[src/rtl/lzss4k_pkg.sv]
// Shared types and constants for the LZSS 4K-window decompressor.
// Used by the controller, the datapath and the top level; no dependencies.
`default_nettype none

package lzss4k_pkg;

    localparam int unsigned BYTE_W      = 8;
    localparam int unsigned FLAGCNT_W   = 4;
    localparam int unsigned RUN_W       = 5;
    localparam int unsigned DIST_W      = 13;
    localparam int unsigned OFFSET_W    = 12;

    localparam logic [FLAGCNT_W-1:0] FLAG_GROUP = 4'd8;
    localparam logic [RUN_W-1:0]     RUN_BIAS   = 5'd3;

    localparam logic FMT_COUNT_HIGH = 1'b0;
    localparam logic FMT_COUNT_LOW  = 1'b1;

    typedef enum logic [2:0] {
        ST_FLAG,
        ST_TOKEN,
        ST_SECOND,
        ST_READ,
        ST_EMIT
    } state_t;

    typedef struct packed {
        logic load_flags;
        logic load_first;
        logic emit_literal;
        logic start_copy;
        logic issue_read;
        logic emit_copy;
        logic clear;
    } cmd_t;

    typedef struct packed {
        logic flag_bit;
        logic flag_last;
        logic group_done;
        logic copy_end;
        logic last_pending;
        logic out_free;
    } status_t;

endpackage

`default_nettype wire

[src/rtl/lzss4k_ctrl.sv]
// Token sequencer: walks flag groups, literals and reference copies.
// Depends on lzss4k_pkg; drives datapath commands from its status.
`default_nettype none

module lzss4k_ctrl (
    input  wire logic                aclk,
    input  wire logic                aresetn,
    input  wire logic                s_tvalid,
    input  wire logic                s_tlast,
    output logic                     s_tready,
    input  wire lzss4k_pkg::status_t st,
    output lzss4k_pkg::cmd_t         cmd
);

    lzss4k_pkg::state_t state_reg, state_next;

    always_ff @(posedge aclk) begin
        if (!aresetn) begin
            state_reg <= lzss4k_pkg::ST_FLAG;
        end else begin
            state_reg <= state_next;
        end
    end

    always_comb begin
        state_next = state_reg;
        cmd        = '0;
        s_tready   = 1'b0;
        unique case (state_reg)
            lzss4k_pkg::ST_FLAG: begin
                s_tready = st.out_free;
                if (s_tvalid && st.out_free) begin
                    cmd.load_flags = 1'b1;
                    cmd.clear      = s_tlast;
                    state_next     = s_tlast ? lzss4k_pkg::ST_FLAG : lzss4k_pkg::ST_TOKEN;
                end
            end
            lzss4k_pkg::ST_TOKEN: begin
                s_tready = st.out_free;
                if (s_tvalid && st.out_free) begin
                    cmd.clear = s_tlast;
                    if (st.flag_bit) begin
                        cmd.load_first = 1'b1;
                        state_next = s_tlast ? lzss4k_pkg::ST_FLAG : lzss4k_pkg::ST_SECOND;
                    end else begin
                        cmd.emit_literal = 1'b1;
                        state_next = (s_tlast || st.flag_last) ? lzss4k_pkg::ST_FLAG
                                                               : lzss4k_pkg::ST_TOKEN;
                    end
                end
            end
            lzss4k_pkg::ST_SECOND: begin
                s_tready = 1'b1;
                if (s_tvalid) begin
                    cmd.start_copy = 1'b1;
                    state_next     = lzss4k_pkg::ST_READ;
                end
            end
            lzss4k_pkg::ST_READ: begin
                cmd.issue_read = 1'b1;
                state_next     = lzss4k_pkg::ST_EMIT;
            end
            lzss4k_pkg::ST_EMIT: begin
                if (st.out_free) begin
                    cmd.emit_copy = 1'b1;
                    if (st.copy_end) begin
                        cmd.clear  = st.last_pending;
                        state_next = (st.last_pending || st.group_done)
                                     ? lzss4k_pkg::ST_FLAG : lzss4k_pkg::ST_TOKEN;
                    end else begin
                        state_next = lzss4k_pkg::ST_READ;
                    end
                end
            end
            default: begin
                state_next = lzss4k_pkg::ST_FLAG;
            end
        endcase
    end

endmodule

`default_nettype wire

[config.mk]
export PLATFORM = sky130hd
export DESIGN_NAME = lzss4k_ctrl
export DESIGN_NICKNAME = d
export VERILOG_FILES = /design/src/rtl/lzss4k_pkg.sv /design/src/rtl/lzss4k_ctrl.sv
export SDC_FILE = /design/constraint.sdc
export NUM_CORES = 1
export LEC_CHECK = 0
export BUFFER_PORTS_ARGS = -buffer_cell sky130_fd_sc_hd__buf_4
export CORE_AREA = 8 8 45 47
export DETAILED_ROUTE_END_ITERATION = 7
export DIE_AREA = 0 0 53 55
export REMOVE_ABC_BUFFERS = 1
export SYNTH_ARGS = -nofsm -noshare
export SYNTH_HDL_FRONTEND = slang
export SYNTH_SLANG_ARGS = --single-unit
[constraint.sdc]
create_clock -name aclk -period 1.7 [get_ports aclk]
set_clock_uncertainty 0.15 [all_clocks]
set_input_delay 0.085 -clock aclk [delete_from_list [all_inputs] [get_ports aclk]]
set_output_delay 0.085 -clock aclk [all_outputs]
set_load 0.01 [all_outputs]
== Word-level counts from Yosys, hierarchy flattened ==
Index checks and enable logic that the tools add are counted.
Storage, ports and cells
  register bits after elaboration: 3
  bits of input ports: 10
  logic and storage cells: 41
Cells by class
  eq/ne operators: 8
  mux-type cells: 26
  reduce and logical (&&, ||, !) cells: 6
Operators with widths (number)
  3-bit case mux with 5 select lines: 1
  1-bit 2-to-1 mux: 13
  2-bit 2-to-1 mux: 6
  3-bit 2-to-1 mux: 4
  2-bit inequality test, second input constant: 4
  3-bit by 2-bit == test with 1-bit output, second input constant: 2
  1-bit case mux with 2 select lines: 2
  4-bit AND reduction: 1
  3-bit by 1-bit == test with 1-bit output, second input constant: 1
  3-bit == test, second input constant: 1
  3-bit logical NOT: 1
  1-bit logical OR: 2
  2-bit OR reduction: 1
  1-bit logical AND: 1

== Longest topological paths before layout ==
  depth in word-level cells: 5
  mapped depth: 5
  mapped depth without buffers: 4

== Worst setup path after synthesis ==
OpenSTA, ideal clock, no wires.
  path kind: reg2reg
  start: register state_reg[2]
  end: register state_reg[0]
  arrival time: 1.303 ns
  required time: 1.435 ns
  path slack: 0.132 ns
  cell stages (with the launch flop): 6
  path buffers: 1
  cell sequence: dfxtp_1 > buf_2 > nor3b_1 > and2_1 > or2_2 > a31o_1
Between the ends
  cells in the longest elaborated chain, start to end: 3
  elaborated cells between the ends (all ways): 11
RTL lines
  start: declaration: line lzss4k_ctrl.sv:15  | lzss4k_pkg::state_t state_reg, state_next;
  start signal: assignment: line lzss4k_ctrl.sv:19  | state_reg <= lzss4k_pkg::ST_FLAG;
  start signal: assignment: line lzss4k_ctrl.sv:21  | state_reg <= state_next;
  3-bit by 1-bit == test with 1-bit output, or another cell as far along: line lzss4k_ctrl.sv:29  | unique case (state_reg)
  2-bit inequality test (no source line)
  4-bit AND reduction (no source line)
Parallel ways exist; a longest one is shown, timed or not.
A chain may end at the register's enable or synchronous reset.

==> results.json <==
{
  "first_pass_iters": 4,
  "clock-sinks": 3,
  "min_period_ns": 1.58,
  "rows": 14,
  "clk_latency_ns": 0.24,
  "holdPathStages": 3,
  "cp_max_fo": 7,
  "largest_register_ffs": 3,
  "final.period_utilization_pct": 93.1,
  "via_count": 377,
  "yosys_register_bits": 3,
  "clock.fmax_mhz": 632,
  "synth_top_cells_by_area": "dfxtp_1, nor3b_1, nor3b_4",
  "max-vdd-ir-drop_mv": 0.231,
  "grt_pass1_vias": 354,
  "yosysTopAreaCell": "dfxtp_1",
  "finalSetupViolations": 0,
  "die_area_mm2": 0.00292,
  "synth-edff-count": 0,
  "setup_ws_ns": 0.117,
  "cts_tree": "yes",
  "crit_type": "flop to output pin",
  "post-synth-top-count-cell": "nor3b_1",
  "final_nets": 72,
  "clk_pin_slew_worst_paths_ns": 0.03,
  "slew_headroom_pct": 77.5,
  "drc_errors": 0,
  "slew_violations": 0,
  "yosys-top-cells-count": "nor3b_1, nor2_1, dfxtp_1",
  "avgSynthCellArea_um2": 7.96,
  "start_util_pct": 22.4,
  "ys_async_sr_fraction_pct": 0,
  "drt_wl_total_um": 964,
  "cts_max_path_buffers": 2,
  "io_pins": 18,
  "dp.cells": 72,
  "htree_levels": 1,
  "cp-end-kind": "output pin",
  "syn2layout_area_growth_pct": 62.1,
  "synth_top_area_share_pct": 19.4,
  "layout-drive-gt1-share_pct": 49.2,
  "antenna_found_initial": 0,
  "hpwl_um": 749,
  "hold_slack_ns": 0.0432,
  "dp_slack_ns": 0.0861,
  "worstMarginPinSlew_ns": 0.337,
  "design.core.area_mm2": 0.00138,
  "startpoint_type": "flop",
  "synthesis.area_um2": 310,
  "cp.arrival_ns": 1.35,
  "routabilityCongestion": 0.725,
  "hold_viol_final": 0,
  "cp.required_ns": 1.46,
  "synthCells": 39,
  "drv_cap": 0,
  "status": "finished clean",
  "finalPower_mw": 0.255,
  "die_x_um": 53,
  "ys.flop_type": "dfxtp_1",
  "synth_warnings": 0,
  "grt_max_degree": 9,
  "drtAntennaViolNets": 0,
  "synth_seq_area_share_pct": 19.4,
  "grt_pass1_wl_um": 1520,
  "ff2ff_path_depth": 4,
  "hold_class": "input port to flop",
  "numCtsBuffers": 3,
  "wire_per_inst_um": 12.5,
  "antennaDiodeCount": 0,
  "vias_per_cell": 4.90,
  "p_per_area_mw_per_mm2": 506,
  "io_buffers": 17,
  "tns_ns": 0,
  "synth_cell_types": 24,
  "die_h_um": 55,
  "stdcell_count": 77,
  "drt-initial-drc-count": 4,
  "p_leak_nw": 0.217,
  "cts_root_buf": "clkbuf_4",
  "grt-ovfl-total": 0,
  "gr-usage-all-layers_pct": 7.37
}
[metrics by stage]
| stage | utilization [%] | instance area [um2] |
|---|---|---|
| after global routing | 36.3 | 503 |
| after floorplan | - | 300 |
| after detailed placement | 33.5 | 463 |
| after CTS | 36.1 | 499 |
| final | 36.3 | 503 |
| after global placement | 33.5 | 463 |
[placed cells by master, fill, tap and decap left out]
master / Yosys / layout
a21oi_1: 1 / 1
a2bb2oi_1: 1 / 1
a31o_1: 1 / 1
a31o_2: 1 / 1
and2_1: 2 / 2
and3_2: 1 / 1
and4_2: 1 / 1
buf_4: 0 / 19
clkbuf_1: 0 / 1
clkbuf_4: 0 / 3
dfxtp_2: 0 / 3
dlygate4sd3_1: 0 / 1
inv_1: 1 / 1
mux2i_1: 1 / 1
nand2_1: 1 / 1
nand3_1: 1 / 1
nand3b_1: 1 / 1
nor2_1: 4 / 4
nor2b_1: 2 / 2
nor3b_1: 5 / 5
nor3b_4: 1 / 1
nor4_1: 1 / 1
nor4b_1: 2 / 2
o21a_1: 2 / 2
o21ai_0: 2 / 2
or2_2: 1 / 1
or4b_1: 1 / 1
[report_power, final]
part | switching (mW) | internal [mW]
Sequential | 0.00270 | 0.0725
Clock | 0.0397 | 0.0881
Combinational | 0.0204 | 0.0311
Total | 0.0628 | 0.192
[path summary, 6_finish.rpt]
check	endpoint	slack (ns)	from
max	cmd[3]	0.12	state_reg[2]
min reg2reg	state_reg[2]	0.53	state_reg[2]
max reg2reg	state_reg[0]	0.15	state_reg[0]
min	state_reg[2]	0.04	st[0]
[timing repair]
action / in CTS / in global routing
hold buffers: 1 / 0
endpoints found under the hold margin: 3 / 0
buffers inserted: 0 / 0
gates resized for setup: 0 / 3
setup endpoints to repair: 0 / 3
[cell type report]
cell class,instances,area [um2]
Fill cell,146,881
Multi-Input combinational cell,33,236
Timing Repair Buffer,20,153
Sequential cell,3,63.8
Clock buffer,4,26.3
Tap cell,16,20.0
Inverter,1,3.75
[kinds of logic (layout without fill, tap and decap cells)]
logic type             Yosys count  in the layout  share of synthesized area [%]
and+or+nand+nor                 24             24                           54.8
AOI/OAI and AO/OA                8              8                           18.1
DFF                              3              3                           19.4
buffers and inverters            3             25                           4.43
muxes                            1              1                           3.23
[routing by layer]
layer | GRT usage, % | routed length [um] | up-vias
met5 | 0 | 0 | -
met4 | 5.17 | 17 | 0
met3 | 5.08 | 82 | 4
met2 | 12.1 | 511 | 11
met1 | 6.37 | 352 | 171
li1 | - | - | 191
[worst max-delay path, stage by stage (launching register included)]
cell	delay [ns]
dfxtp_2	0.34
buf_4	0.16
nor3b_1	0.31
and2_1	0.18
buf_4	0.12
No activity file was read; power rests on OpenSTA's default activity.
